`src/rtl/core/ordered_list_insert_delete_find_macros.svh`:
```
// Assertion macros shared by the ordered list RTL.
`ifndef ORDERED_LIST_INSERT_DELETE_FIND_MACROS_SVH
`define ORDERED_LIST_INSERT_DELETE_FIND_MACROS_SVH
`ifndef ASSERT_OFF
// Antecedent holds in this cycle implies consequent in the same cycle
`define OLIDF_ASSERT_NOW(label, clk, rst_n, ante, cons, msg) \
    label: assert property (@(posedge clk) disable iff (!rst_n) (ante) |-> (cons)) \
        else $error(msg);
// Antecedent holds in this cycle implies consequent in the next cycle
`define OLIDF_ASSERT_NEXT(label, clk, rst_n, ante, cons, msg) \
    label: assert property (@(posedge clk) disable iff (!rst_n) (ante) |=> (cons)) \
        else $error(msg);
`else
`define OLIDF_ASSERT_NOW(label, clk, rst_n, ante, cons, msg)
`define OLIDF_ASSERT_NEXT(label, clk, rst_n, ante, cons, msg)
`endif
`endif

```
`src/rtl/core/olidf_pkg.sv`:
```
// Types, codes and constants for the ordered list block.
package olidf_pkg;

    // List geometry
    localparam int DEPTH  = 64;
    localparam int IDX_W  = (DEPTH > 1) ? $clog2(DEPTH) : 1;
    localparam int CNT_W  = $clog2(DEPTH + 1);
    localparam int POS_W  = 7;
    localparam int LEN_W  = 7;
    localparam int FIDX_W = 6;
    localparam int DATA_W = 32;
    // Compare width: holds count + 1 and any position
    localparam int CMP_W  = ((CNT_W > POS_W) ? CNT_W : POS_W) + 1;

    // Opcodes
    localparam logic [1:0] OP_FIND   = 2'd0;
    localparam logic [1:0] OP_INSERT = 2'd1;
    localparam logic [1:0] OP_DELETE = 2'd2;

    // Status codes
    localparam logic [1:0] ST_OK       = 2'd0;
    localparam logic [1:0] ST_FULL     = 2'd1;
    localparam logic [1:0] ST_RANGE    = 2'd2;
    localparam logic [1:0] ST_NOTFOUND = 2'd3;

    typedef struct packed {
        logic [1:0]               opcode;
        logic [POS_W-1:0]         position;
        logic signed [DATA_W-1:0] value;
    } cmd_t;

    typedef struct packed {
        logic [1:0]        status;
        logic [FIDX_W-1:0] found_index;
        logic [LEN_W-1:0]  length;
    } rsp_t;

    // Per-cell control from the sequencer
    typedef struct packed {
        logic cmp_en;
        logic in_list;
        logic load_val;
        logic from_left;
        logic from_right;
    } cell_ctrl_t;

    // Mask of cell indexes whose bit b is set
    function automatic logic [DEPTH-1:0] idx_mask(input int b);
        logic [DEPTH-1:0] m;
        m = '0;
        for (int i = 0; i < DEPTH; i++) begin
            m[i] = ((i >> b) & 1) != 0;
        end
        return m;
    endfunction

endpackage

```
`src/rtl/core/olidf_cell.sv`:
```
// One list cell: holds an entry, shifts with its neighbors, compares in execute.
module olidf_cell (
    input  logic                                 clk,
    input  olidf_pkg::cell_ctrl_t                ctrl,
    input  logic signed [olidf_pkg::DATA_W-1:0]  value,
    input  logic signed [olidf_pkg::DATA_W-1:0]  left_data,
    input  logic signed [olidf_pkg::DATA_W-1:0]  right_data,
    output logic signed [olidf_pkg::DATA_W-1:0]  data,
    output logic                                 match
);

    logic signed [olidf_pkg::DATA_W-1:0] data_reg;
    logic signed [olidf_pkg::DATA_W-1:0] data_next;
    logic                                match_reg;
    logic                                match_next;

    // Entry update: load new value, shift up from left, shift down from right
    always_comb
    begin
        data_next = data_reg;
        if (ctrl.load_val)
        begin
            data_next = value;
        end
        else if (ctrl.from_left)
        begin
            data_next = left_data;
        end
        else if (ctrl.from_right)
        begin
            data_next = right_data;
        end
    end

    // Compare against the search value, only inside the list
    always_comb
    begin
        match_next = match_reg;
        if (ctrl.cmp_en)
        begin
            match_next = ctrl.in_list && (data_reg == value);
        end
    end

    always_ff @(posedge clk)
    begin
        data_reg  <= data_next;
        match_reg <= match_next;
    end

    assign data  = data_reg;
    assign match = match_reg;

endmodule

```
`config.mk`:
```
export PLATFORM = sky130hd
export DESIGN_NAME = olidf_cell
export DESIGN_NICKNAME = d
export VERILOG_FILES = /design/src/rtl/core/ordered_list_insert_delete_find_macros.svh /design/src/rtl/core/olidf_pkg.sv /design/src/rtl/core/olidf_cell.sv
export SDC_FILE = /design/constraint.sdc
export NUM_CORES = 1
export LEC_CHECK = 0
export BUFFER_PORTS_ARGS = -buffer_cell sky130_fd_sc_hd__buf_2
export CORE_MARGIN = 4
export CORE_UTILIZATION = 45
export CTS_CLUSTER_SIZE = 12
export DETAILED_ROUTE_END_ITERATION = 8
export PLACE_DENSITY = 0.84
export SYNTH_ARGS = -nofsm -noshare
export SYNTH_HDL_FRONTEND = slang
export SYNTH_SLANG_ARGS = --single-unit
```
`constraint.sdc`:
```
create_clock -name clk -period 4.3 [get_ports clk]
set_input_delay 0.86 -clock clk [delete_from_list [all_inputs] [get_ports clk]]
set_output_delay 0.86 -clock clk [all_outputs]
set_load 0.02 [all_outputs]
```
==> flow_metrics.py <==
metrics = {
    "global_routing": {
        "track_usage_pct": 20.1,
        "grt_antenna_before_repair": 0,
        "grt_pass1_wl_um": 8380,
        "grt_pass1_vias": 1846,
        "grt_max_degree": 66,
        "grt_overflow_total": 0,
    },
    "synthesis": {
        "synth_cells": 185,
        "yosysWarnings": 0,
        "synth_cell_types": 16,
        "avgSynthCellArea_um2": 10.9,
        "synth_nets": 287,
        "synth_area_mm2": 0.00201,
        "synth_seq_cells": 33,
        "seq_area_frac_synth_pct": 49.3,
    },
    "clock_network": {
        "cts.sinks": 33,
        "ctsHoldBuffers": 0,
        "clock_path_buffers": 2,
        "cts_root_buf": "clkbuf_8",
        "clk_latency_ns": 0.28,
        "cts_max_level": 2,
        "cts_tree": "done",
        "numCtsBuffers": 5,
        "cts_setup_buffers": 0,
        "ctsResizeCount": 0,
        "cts.clk_slew.worst_paths_ns": 0.07,
    },
    "timing": {
        "slew-limit-headroom_pct": 34.3,
        "hold_viol": 0,
        "drv_slew": 0,
        "fin_tns_setup_ns": 0,
        "fmax_mhz": 432,
        "setup-violations-final": 0,
        "rsz0062_at_grt": "false",
        "fin_skew_ns": 0.00920,
        "tightestPinTransition_ns": 0.986,
        "post-route-min-period_ns": 2.31,
        "final.period_utilization_pct": 53.8,
        "postLayoutSetupSlackWorst_ns": 1.99,
    },
    "setup_path": {
        "critical_path_class": "in2reg",
        "endpoint_kind": "register",
        "worst_ep_required_time_ns": 4.23,
        "worstSetupStartpointType": "input pin",
        "worstRegToRegCells": 4,
        "cp.arrival_ns": 2.24,
        "cp_max_fo": 33,
        "r2r_slack_ns": 2.75,
        "timing.rr.start": "data[24]",
        "r2r-end": "match",
    },
    "floorplanning": {
        "start_util_pct": 46.4,
        "die_x_um": 74.8,
        "core-area_mm2": 0.00432,
        "dieArea_mm2": 0.00560,
        "num_rows": 24,
        "die_h_um": 74.8,
        "io_pins": 135,
    },
    "power_and_ir_drop": {
        "combPwrFrac_pct": 25.2,
        "p_switching_uw": 268,
        "ir_drop_mv": 0.212,
        "power_per_cell_area_mw_per_mm2": 334,
        "pwr-share-seq_pct": 44.8,
        "p_int_uw": 670,
        "p_clk_share_pct": 30.0,
        "leakage_uw": 0.00138,
        "p_sw_share_pct": 28.5,
    },
    "layout": {
        "largest_reg_flops": 32,
        "drive_gt1_share_pct": 45.1,
        "fin_nets": 418,
        "antenna_cells": 0,
        "area_delta_synth_final_pct": 40.0,
        "fill_cells": 397,
    },
    "placement": {
        "io_buffers": 134,
        "dp_hpwl_um": 4380,
        "finalWeightedCongestion": 0.707,
        "dp_slack_ns": 1.70,
    },
    "drt": {
        "viasPerCell": 4.92,
        "drt_iter0_drc": 89,
        "drc": 0,
        "firstDrtPassIters": 5,
        "wl_per_cell_um": 15.0,
        "wl_um": 5530,
        "vias": 1814,
        "ant_nets": 0,
    },
    "worst_hold_path": {
        "hold_depth": 3,
        "hp-class": "reg2reg",
        "holdPathEnd": "match",
        "min_from": "data[18]",
    },
    "job": {
        "cap_violations": 0,
    },
    "run_status": {
        "status": "finished clean",
    },
}
==> power groups by stage <==
stage / clock network [µW] / logic (µW) / registers, µW
2_1_floorplan: 0 / 84.6 / 473
3_3_place_gp: 0 / 234 / 425
3_5_place_dp: 0 / 239 / 428
4_1_cts: 288 / 240 / 421
5_1_grt: 305 / 262 / 426
6_report: 281 / 236 / 420
==> cells in the mapped netlist <==
master | n | area, µm²
edfxtp_1 | 33 | 991
nand2_1 | 33 | 124
mux2i_1 | 32 | 320
inv_1 | 1 | 3.75
nor4_1 | 6 | 37.5
nor4_2 | 1 | 12.5
xnor2_1 | 4 | 35.0
nand3_1 | 1 | 5.00
o2111ai_1 | 1 | 8.76
clkbuf_1 | 7 | 26.3
or3_1 | 1 | 6.26
buf_2 | 4 | 20.0
xor2_1 | 27 | 236
o21ai_0 | 32 | 160
a2111oi_2 | 1 | 15.0
nand4_1 | 1 | 6.26
==> cells by family after synthesis <==
group | synth area share [%]
mux | 16.0
compound gates | 9.16
flops | 49.3
xor+xnor | 13.5
simple gates | 9.53
buf+inv | 2.49
==> placed cells by master, fill, tap and decap left out <==
| cell type | n |
|---|---|
| bufinv_16 | 1 |
| clkbuf_1 | 1 |
| nand2_1 | 33 |
| o2111ai_1 | 1 |
| o21ai_0 | 32 |
| xnor2_1 | 4 |
| inv_1 | 1 |
| clkinv_1 | 1 |
| buf_4 | 1 |
| or3_1 | 1 |
| edfxtp_1 | 33 |
| mux2i_1 | 32 |
| a2111oi_2 | 1 |
| buf_2 | 134 |
| xor2_1 | 27 |
| clkbuf_8 | 5 |
| nor4_1 | 6 |
| nor4_2 | 1 |
| nand4_1 | 1 |
| nand3_1 | 1 |
==> metrics by stage <==
stage	power (µW)	hold WS (ns)	std cells	instance area, µm²	utilization (%)
3_5_place_dp	666	0.731	361	2710	62.6
6_report	938	0.723	369	2810	65.0
5_1_grt	993	0.754	369	2810	65.0
2_1_floorplan	557	0.819	185	2010	-
3_3_place_gp	658	0.707	361	2710	62.6
4_1_cts	949	0.736	369	2810	65.0
==> worst max path at each step <==
stage	startpoint	end	cells past startpoint
2_1_floorplan	ctrl[2]	data[0]	2
3_3_place_gp	ctrl[1]	data[13]	3
3_5_place_dp	ctrl[1]	data[13]	3
4_1_cts	ctrl[1]	data[27]	3
5_1_grt	ctrl[2]	data[27]	3
6_report	ctrl[1]	data[27]	3
==> metal layers <==
layer  GRT usage (%)  wire (µm)
met1            24.3       2160
met2            35.3       2910
met3            4.54        352
met4            6.72        114
met5               0          0
==> worst max-delay path, stage by stage <==
cell   delay (ns)
buf_2        0.72
or3_1        0.23
buf_4        0.37
==> final cells by class <==
class / count / area [µm²] / share of cell area (%)
flip-flops and latches: 33 / 991 / 35.2
multi-input cells: 140 / 967 / 34.4
clock buffers: 6 / 72.6 / 2.58
well taps: 52 / 65.1 / 2.31
inverters: 1 / 3.75 / 0.134
repair buffers: 135 / 678 / 24.1
clock inverters: 2 / 33.8 / 1.20
No activity file was read; power rests on OpenSTA's default activity.
