<file path="config.mk">
export PLATFORM = sky130hd
export DESIGN_NAME = olidf_enc
export DESIGN_NICKNAME = d
export VERILOG_FILES = /design/src/rtl/core/ordered_list_insert_delete_find_macros.svh /design/src/rtl/core/olidf_pkg.sv /design/src/rtl/core/olidf_enc.sv
export SDC_FILE = /design/constraint.sdc
export NUM_CORES = 1
export LEC_CHECK = 0
export BUFFER_PORTS_ARGS = -buffer_cell sky130_fd_sc_hd__buf_2
export CAP_MARGIN = 20
export CELL_PAD_IN_SITES_DETAIL_PLACEMENT = 1
export CELL_PAD_IN_SITES_GLOBAL_PLACEMENT = 2
export CORE_ASPECT_RATIO = 0.5
export CORE_MARGIN = 2
export CORE_UTILIZATION = 23
export DETAILED_ROUTE_END_ITERATION = 6
export GPL_TIMING_DRIVEN = 1
export PLACE_DENSITY_LB_ADDON = 0.1
export RECOVER_POWER = 25
export SYNTH_ARGS = -nofsm -noshare
export SYNTH_HDL_FRONTEND = slang
export SYNTH_SLANG_ARGS = --single-unit
</file>
<file path="constraint.sdc">
create_clock -name vclk -period 2.69
set_input_delay 0.4035 -clock vclk [all_inputs]
set_output_delay 0.4035 -clock vclk [all_outputs]
set_load 0.05 [all_outputs]
</file>
<file path="src/rtl/core/ordered_list_insert_delete_find_macros.svh">
// Assertion macros shared by the ordered list RTL.
`ifndef ORDERED_LIST_INSERT_DELETE_FIND_MACROS_SVH
`define ORDERED_LIST_INSERT_DELETE_FIND_MACROS_SVH
`ifndef ASSERT_OFF
// Antecedent holds in this cycle implies consequent in the same cycle
`define OLIDF_ASSERT_NOW(label, clk, rst_n, ante, cons, msg) \
    label: assert property (@(posedge clk) disable iff (!rst_n) (ante) |-> (cons)) \
        else $error(msg);
// Antecedent holds in this cycle implies consequent in the next cycle
`define OLIDF_ASSERT_NEXT(label, clk, rst_n, ante, cons, msg) \
    label: assert property (@(posedge clk) disable iff (!rst_n) (ante) |=> (cons)) \
        else $error(msg);
`else
`define OLIDF_ASSERT_NOW(label, clk, rst_n, ante, cons, msg)
`define OLIDF_ASSERT_NEXT(label, clk, rst_n, ante, cons, msg)
`endif
`endif

</file>
<file path="src/rtl/core/olidf_pkg.sv">
// Types, codes and constants for the ordered list block.
package olidf_pkg;

    // List geometry
    localparam int DEPTH  = 64;
    localparam int IDX_W  = (DEPTH > 1) ? $clog2(DEPTH) : 1;
    localparam int CNT_W  = $clog2(DEPTH + 1);
    localparam int POS_W  = 7;
    localparam int LEN_W  = 7;
    localparam int FIDX_W = 6;
    localparam int DATA_W = 32;
    // Compare width: holds count + 1 and any position
    localparam int CMP_W  = ((CNT_W > POS_W) ? CNT_W : POS_W) + 1;

    // Opcodes
    localparam logic [1:0] OP_FIND   = 2'd0;
    localparam logic [1:0] OP_INSERT = 2'd1;
    localparam logic [1:0] OP_DELETE = 2'd2;

    // Status codes
    localparam logic [1:0] ST_OK       = 2'd0;
    localparam logic [1:0] ST_FULL     = 2'd1;
    localparam logic [1:0] ST_RANGE    = 2'd2;
    localparam logic [1:0] ST_NOTFOUND = 2'd3;

    typedef struct packed {
        logic [1:0]               opcode;
        logic [POS_W-1:0]         position;
        logic signed [DATA_W-1:0] value;
    } cmd_t;

    typedef struct packed {
        logic [1:0]        status;
        logic [FIDX_W-1:0] found_index;
        logic [LEN_W-1:0]  length;
    } rsp_t;

    // Per-cell control from the sequencer
    typedef struct packed {
        logic cmp_en;
        logic in_list;
        logic load_val;
        logic from_left;
        logic from_right;
    } cell_ctrl_t;

    // Mask of cell indexes whose bit b is set
    function automatic logic [DEPTH-1:0] idx_mask(input int b);
        logic [DEPTH-1:0] m;
        m = '0;
        for (int i = 0; i < DEPTH; i++) begin
            m[i] = ((i >> b) & 1) != 0;
        end
        return m;
    endfunction

endpackage

</file>
<file path="src/rtl/core/olidf_enc.sv">
// Lowest-set-bit encoder over the cell match flags.
module olidf_enc (
    input  logic [olidf_pkg::DEPTH-1:0] match_vec,
    output logic                        found,
    output logic [olidf_pkg::IDX_W-1:0] index
);

    logic [olidf_pkg::DEPTH-1:0] lowest;

    // Isolate the lowest match
    assign lowest = match_vec & (~match_vec + olidf_pkg::DEPTH'(1));
    assign found  = |match_vec;

    // One-hot to binary
    always_comb
    begin
        index = '0;
        for (int b = 0; b < olidf_pkg::IDX_W; b++)
        begin
            index[b] = |(lowest & olidf_pkg::idx_mask(b));
        end
    end

endmodule
</file>
==> results list, run 1 <==
- Slew Limit Headroom: between 60% and 70%
* Chain of cells forming the critical path: buf_6, or4_4, nor4b_4, buf_4, and3_4, nand3_4, o2111a_2, nand4b_1, buf_6
- Port buffering added 71 buffers.
- The die covers ~6500 um^2.
* Worst EP arrival: about 2.5 ns
- The synthesized netlist contains 55 unique library cells.
- In the post-synthesis netlist, the biggest area contributors are sky130_fd_sc_hd__nor3_1 (8.1%), sky130_fd_sc_hd__nor2_1 (6.9%), sky130_fd_sc_hd__nor4_1 (6.9%).
- Dividing the final minimum period by the clock period gives 106.7%.
* Number of rows in the core area: 19
- The cell that appears most often on the critical path is sky130_fd_sc_hd__buf_6.
- DRC violation count after routing: 0
- In this run switching power makes up about 49% of total power.
- Fraction of layout instances using a drive strength above 1: a little over half
- Antenna diodes: 0
- Once routing completed, OpenROAD measured the worst setup slack at -0.1792 ns.
* Number of nets in the layout: around 470
- The number of global-route vias before repair was roughly 2,700.
- The flow ran to the end, but the final reports show violations.
- Entering global routing, the biggest net connects 7 pins.
* Total of hold buffers inserted after clock tree synthesis: 0
* TritonRoute pass-1 iters: 4
- During synthesis, Yosys emitted a total of 0 warnings.
* Estimated wirelength of the detail-placed design: 6649 um
- Summed over all layers, the global routing overflow is 0.
* Antenna viol nets, final: 0
* Clock power frac: 0%
- Area share of the largest cell type after synthesis: between 8 and 9%
- The worst path in the final design needs a cycle of around 2.9 ns, including I/O delays and setup.
- Final core utilization: 50.55%
- From bottom edge to top edge, the die measures 58.23 um.
* Total power per unit cell area: ~91 nW/um^2
- Required time of the critical path: around 2.3 ns
- Wire length of the first global-routing pass: 12,700 um
* Weighted congestion reported at the end of routability-driven placement: 0.9099
- Once placement finished, the instance area stood at around 2600 um^2.
- On the worst path, the slowest cell contributes a delay of 0.56 ns.
* CP max FO: 4
- Final wirelength: 7764 um
- By startpoint and endpoint, the worst setup path is classified as in2out.
* Internal power consumption: between 0.1 and 0.15 mW
- Crit-path leading delay family: simple AND/OR/NAND/NOR gates
- Placed Cells incl. Taps: ~470
* Cell area after synthesis: approximately 1400 um^2
- Endpoint type of the worst setup path: output pin
- Counting both buffers and inverters, the worst setup path holds a total of 3.
* Post-synthesis cell type with the largest combined area: sky130_fd_sc_hd__nor3_1
- Violations in the final reports: setup timing
- Summed over all cells, the static leakage comes to about 1.4 nW.
- I/O pins: 71
- Logic depth of the worst path, buffers included: 9
* Final non-filler cell area: 2824 um^2
* Least-Margin Pin Slew: between 0.5 and 0.6 ns
* Syn Inst Count: 222
- Max-cap violation count: 0
- The core region is 5587 um^2.
- The first routing iteration left 89 violations.
* Net switching power: 0.1248 mW
* Setup violations, final: 6
* Syn Nets: between 200 and 300
* Part of the total power dissipated in combinational logic: 100.0%
- Derived from the worst setup path, the maximum achievable clock frequency is approximately 0.35 GHz.
* Sequential cells: 0
- # fillers: approximately 750
- Hold depth: 3
- CLK BUF: 0
* IR drop worst, VDD: about 58 uV
* Routed via count: 2,524
* Gr usage total: around a quarter
* Initial Utilization: 24.21%
- RSZ-0062 raised after global routing: yes
* Routed WL per cell: 16.38 um
* Share of total power in sequential cells: 0%
- Via/cell ratio: approximately 5.3
- Die X: roughly 110 um
* Fin. Hold Viols: 0
- Initial antenna violation count: 0
- Area growth from synthesis to layout: 108.8%
* Fin. max-slew vios: 0
- Slowest library cell on the worst path: sky130_fd_sc_hd__or4_4
- Syn Area/Cell: approximately 6.1 um^2
- Count of non-filler cells in the finished layout: ~470
* Sequential Area: 0 um^2
- Worst setup SP type: input port
- The min-delay analysis places its worst path in the category in2out.
* Seq/Total Area, Yosys: 0%
-- power groups by stage --
stage	Sequential [mW]	Clock (mW)	Combinational (mW)
after detailed placement	0	0	0.239
final	0	0	0.257
after global placement	0	0	0.230
after CTS	0	0	0.250
after global routing	0	0	0.282
after floorplan	0	0	0.0621
-- path summary, 6_finish.rpt --
check             slack, ns     startpoint  endpoint
hold / removal         1.27  match_vec[63]     found
setup / recovery      -0.18   match_vec[0]  index[2]
-- layer usage --
| layer | GRT usage, % | vias up | wire, um | part of all wire, % |
|---|---|---|---|---|
| met1 | 31.09 | 1202 | 3602 | 46 |
| met5 | 0 | - | 0 | 0 |
| met4 | 0.6969 | 0 | 39 | 0.50 |
| met2 | 46.47 | 60 | 3776 | 49 |
| met3 | 0.4184 | 4 | 346 | 4.5 |
| li1 | - | 1258 | - | - |
-- cell usage after synthesis (3+ instances only) --
cell type and n:
sky130_fd_sc_hd__nor2_1 25, sky130_fd_sc_hd__nor2b_1 4, sky130_fd_sc_hd__o21bai_1 4, sky130_fd_sc_hd__nand2_1 17, sky130_fd_sc_hd__a21oi_1 14, sky130_fd_sc_hd__a211oi_1 3, sky130_fd_sc_hd__inv_1 12, sky130_fd_sc_hd__and2_1 4
sky130_fd_sc_hd__o21ai_0 9, sky130_fd_sc_hd__nand2b_1 4, sky130_fd_sc_hd__and3_1 7, sky130_fd_sc_hd__nand4_1 8, sky130_fd_sc_hd__or3_1 4, sky130_fd_sc_hd__nand4b_1 3, sky130_fd_sc_hd__or4_1 4, sky130_fd_sc_hd__nor3_1 22
sky130_fd_sc_hd__and4_1 6, sky130_fd_sc_hd__nor4_1 15, sky130_fd_sc_hd__nand3_1 12
-- cell type report --
cell class	count	area (um^2)	area share [%]
Timing Repair Buffer	181	1244	44.04
Inverter	12	45.04	1.595
Multi-Input combinational cell	208	1444	51.13
Tap cell	73	91.34	3.234
-- layout by cell type (no fill, tap or decap), types with 3 or more instances in the layout --
master / instances
sky130_fd_sc_hd__nand4_1: 8
sky130_fd_sc_hd__inv_1: 12
sky130_fd_sc_hd__o21ai_0: 7
sky130_fd_sc_hd__nor3_1: 21
sky130_fd_sc_hd__buf_6: 8
sky130_fd_sc_hd__or4_4: 4
sky130_fd_sc_hd__and4_1: 5
sky130_fd_sc_hd__buf_2: 60
sky130_fd_sc_hd__nand2_1: 16
sky130_fd_sc_hd__buf_4: 111
sky130_fd_sc_hd__or3_1: 3
sky130_fd_sc_hd__nand3_1: 10
sky130_fd_sc_hd__o21bai_1: 4
sky130_fd_sc_hd__nand2b_1: 4
sky130_fd_sc_hd__nor4_1: 8
sky130_fd_sc_hd__nor4_2: 8
sky130_fd_sc_hd__and2_1: 4
sky130_fd_sc_hd__nand4b_1: 3
sky130_fd_sc_hd__nor2b_1: 4
sky130_fd_sc_hd__nor2_1: 25
sky130_fd_sc_hd__and3_1: 6
sky130_fd_sc_hd__a21oi_1: 14
-- stage by stage --
step	setup WS (ns)	power, mW	hold slack, ns	setup TNS, ns
finish	-0.1792	0.2570	1.269	-0.9082
global route	-0.2525	0.2817	1.306	-1.357
CTS	-0.2181	0.2502	1.253	-1.091
detailed placement	-0.3733	0.2392	1.252	-1.886
global placement	-0.3314	0.2300	1.238	-1.716
floorplan	-0.06706	0.06208	1.208	-0.2107
-- cell families (layout without fill, tap and decap cells) --
logic type	Yosys count	in the layout	share of synthesized area [%]
buf+inv	14	193	4.255
simple gates	152	152	66.98
mux	1	1	0.7401
compound gates	55	55	28.03
-- repair_timing --
item / 4_1_cts / 5_1_grt
buffers inserted: 5 / 2
resized for setup: 33 / 15
endpoints found under the setup margin: 6 / 7
pin swaps: 17 / 9
cloned: 0 / 0
(Power assumes the default switching activity.)
==> run 2: changes to the inputs <==
--- a/config.mk
+++ b/config.mk
@@ -15,7 +15,6 @@
 export DETAILED_ROUTE_END_ITERATION = 6
 export GPL_TIMING_DRIVEN = 1
 export PLACE_DENSITY_LB_ADDON = 0.1
-export RECOVER_POWER = 25
 export SYNTH_ARGS = -nofsm -noshare
 export SYNTH_HDL_FRONTEND = slang
 export SYNTH_SLANG_ARGS = --single-unit
==> results list, run 2 (synthesis gave the netlist of run 1 again) <==
- The run finished, with violations left.
- Violations in the final reports: setup timing
- Fin. max-slew vios: 0
- The global routing stage identified its most utilized layer as met2.
* IR drop worst, VDD: between 50 and 60 uV
- The critical path is of the in2out type.
- Net switching power: ~0.12 mW
- Cells fill between 50% and 60% of the core in the end.
- Number of rows in the core area: 19
- The library cells used most frequently in the layout, excluding fill and tap cells, are sky130_fd_sc_hd__buf_4 (111), sky130_fd_sc_hd__buf_2 (61), sky130_fd_sc_hd__nor2_1 (25).
- Setup violations remaining at the end of the flow were counted as 6.
- The worst path uses 106.7% of the clock period.
- Initial Utilization: ~24%
* Met2 capacity usage during global routing: 46.47%
* Area of the die: 6547 um^2
* Highest clock rate: approximately 0.35 GHz
- Cells with a size suffix above 1 make up between 50 and 60% of the layout.
- The final count of hold timing violations was 0.
* Max-cap violation count: 0
- Number of nets in the layout: 467
- Antenna diodes: 0
- Wire length of the first global-routing pass: about 13,000 um
* Final wirelength: 7764 um
- Count of non-filler cells in the finished layout: 474
- Gr usage total: 23.62%
* Number of I/O port buffers: approximately 70
- Entering global routing, the biggest net connects 7 pins.
* Grt met1 use: a little over 30%
- Dividing total power by cell area gives a power density of 91.02 nW/um^2.
* Hold depth: 3
* CLK BUF: 0
- # fillers: 753
* Least-Margin Pin Slew: 0.5295 ns
* Endpoint type of the worst setup path: output pin
- The share of total power dissipated in sequential elements is 0%.
- Initial antenna violation count: 0
* RSZ-0062 raised after global routing: yes
* Internal power consumption: 0.1322 mW
* Estimated wirelength of the detail-placed design: between 6000 and 7000 um
- Worst EP arrival: around 2.5 ns
- Area growth from synthesis to layout: 108.8%
- Die X: between 100 and 150 um
- Placed inst area: around 2600 um^2
- CP max FO: 4
- Combinational logic burns 100.0% of the power.
- The tightest hold path in the finished design has a slack of between 1 and 1.5 ns.
- Total of hold buffers inserted after clock tree synthesis: 0
- The finished cells cover about 2800 um^2.
- Class of the worst hold path: in2out
- There are 0 flip-flops and latches.
* Proportion of total power due to net switching: between 40 and 50%
- CORE AREA: between 5000 and 6000 um^2
- Die extent in y: between 50 and 60 um
- Antenna viol nets, final: 0
* DRC marker count from the first detailed-route iteration: 89
- The final route contains between 2,000 and 3,000 vias.
- Met3 GRT Util: 0.4184%
- I/O pins: 71
* Post-layout total power: roughly 0.26 mW
* Worst setup SP type: input port
- Weighted congestion reported at the end of routability-driven placement: 0.9099
- After detailed placement, the design holds a cell count of 467.
* TritonRoute pass-1 iters: 4
- Remaining global-route overflow: 0
- Tmin final: between 2 and 3 ns
* HP Start: match_vec[63]
* Least setup slack across all paths after layout: -0.1792 ns
- Leaving out fill and tap cells, the most frequent cell in the layout is sky130_fd_sc_hd__buf_4.
- The sequential cells in the finished layout cover a total of 0 um^2.
- For this design the static power due to leakage is approximately 1.4 nW.
- Pre-CTS setup slack: -0.3733 ns
- After routing, the total negative slack on setup checks comes to -0.9082 ns.
- Data on the critical path is required at its endpoint by approximately 2.3 ns.
* Routed WL per cell: approximately 16 um
- In the routed layout, each cell is associated on average with a via count of roughly 5.3.
- Slew Limit Headroom: approximately 65%
- Vias in the first global route: 2,706
- For hold timing, the worst endpoint is found.
- Per report_power, the clock group accounts for 0% of the total.
- DRC violation count after routing: 0
==> run 2: cell count changes in the layout (fill, tap and decap cells not counted) <==
cell / before / now
sky130_fd_sc_hd__buf_2: 60 / 61
sky130_fd_sc_hd__clkbuf_2: 1 / 0
==> run 2: what timing repair did <==
item / CTS / global route
buffers inserted: 5 / 2
pin swaps: 17 / 9
gates cloned: 0 / 0
setup endpoints to repair: 6 / 7
gates resized for setup: 33 / 15
==> run 2: cell type report <==
| type | count | area (um^2) | area share (%) |
|---|---|---|---|
| Multi-Input combinational cell | 208 | 1444 | 51.13 |
| Tap cell | 73 | 91.34 | 3.234 |
| Inverter | 12 | 45.04 | 1.595 |
| Timing Repair Buffer | 181 | 1244 | 44.04 |
==> run 2: metal layers <==
metal | wire length [um] | part of all wire [%]
met1 | 3602 | 46
met2 | 3776 | 49
met3 | 346 | 4.5
met4 | 39 | 0.50
met5 | 0 | 0
==> run 2: worst max path at each step <==
stage                        from       end  slack [ns]  cells after the start
global placement    match_vec[51]  index[0]       -0.33                     10
detailed placement  match_vec[51]  index[0]       -0.37                     10
global route         match_vec[0]  index[2]       -0.25                      9
finish               match_vec[0]  index[2]       -0.18                      9
CTS                 match_vec[53]  index[0]       -0.22                     10
floorplan            match_vec[3]  index[2]       -0.07                      6
==> run 2: critical path, stage by stage <==
cell and delay, ns:
sky130_fd_sc_hd__buf_6 0.09, sky130_fd_sc_hd__or4_4 0.56, sky130_fd_sc_hd__nor4b_4 0.33, sky130_fd_sc_hd__buf_4 0.18, sky130_fd_sc_hd__and3_4 0.21, sky130_fd_sc_hd__nand3_4 0.09, sky130_fd_sc_hd__o2111a_2 0.29, sky130_fd_sc_hd__nand4b_1 0.13
sky130_fd_sc_hd__buf_6 0.18
==> run 2: power by group through the flow <==
stage	registers (mW)	clock network, mW	logic, mW
2_1_floorplan	0	0	0.0621
3_3_place_gp	0	0	0.230
3_5_place_dp	0	0	0.239
4_1_cts	0	0	0.250
5_1_grt	0	0	0.282
6_report	0	0	0.257
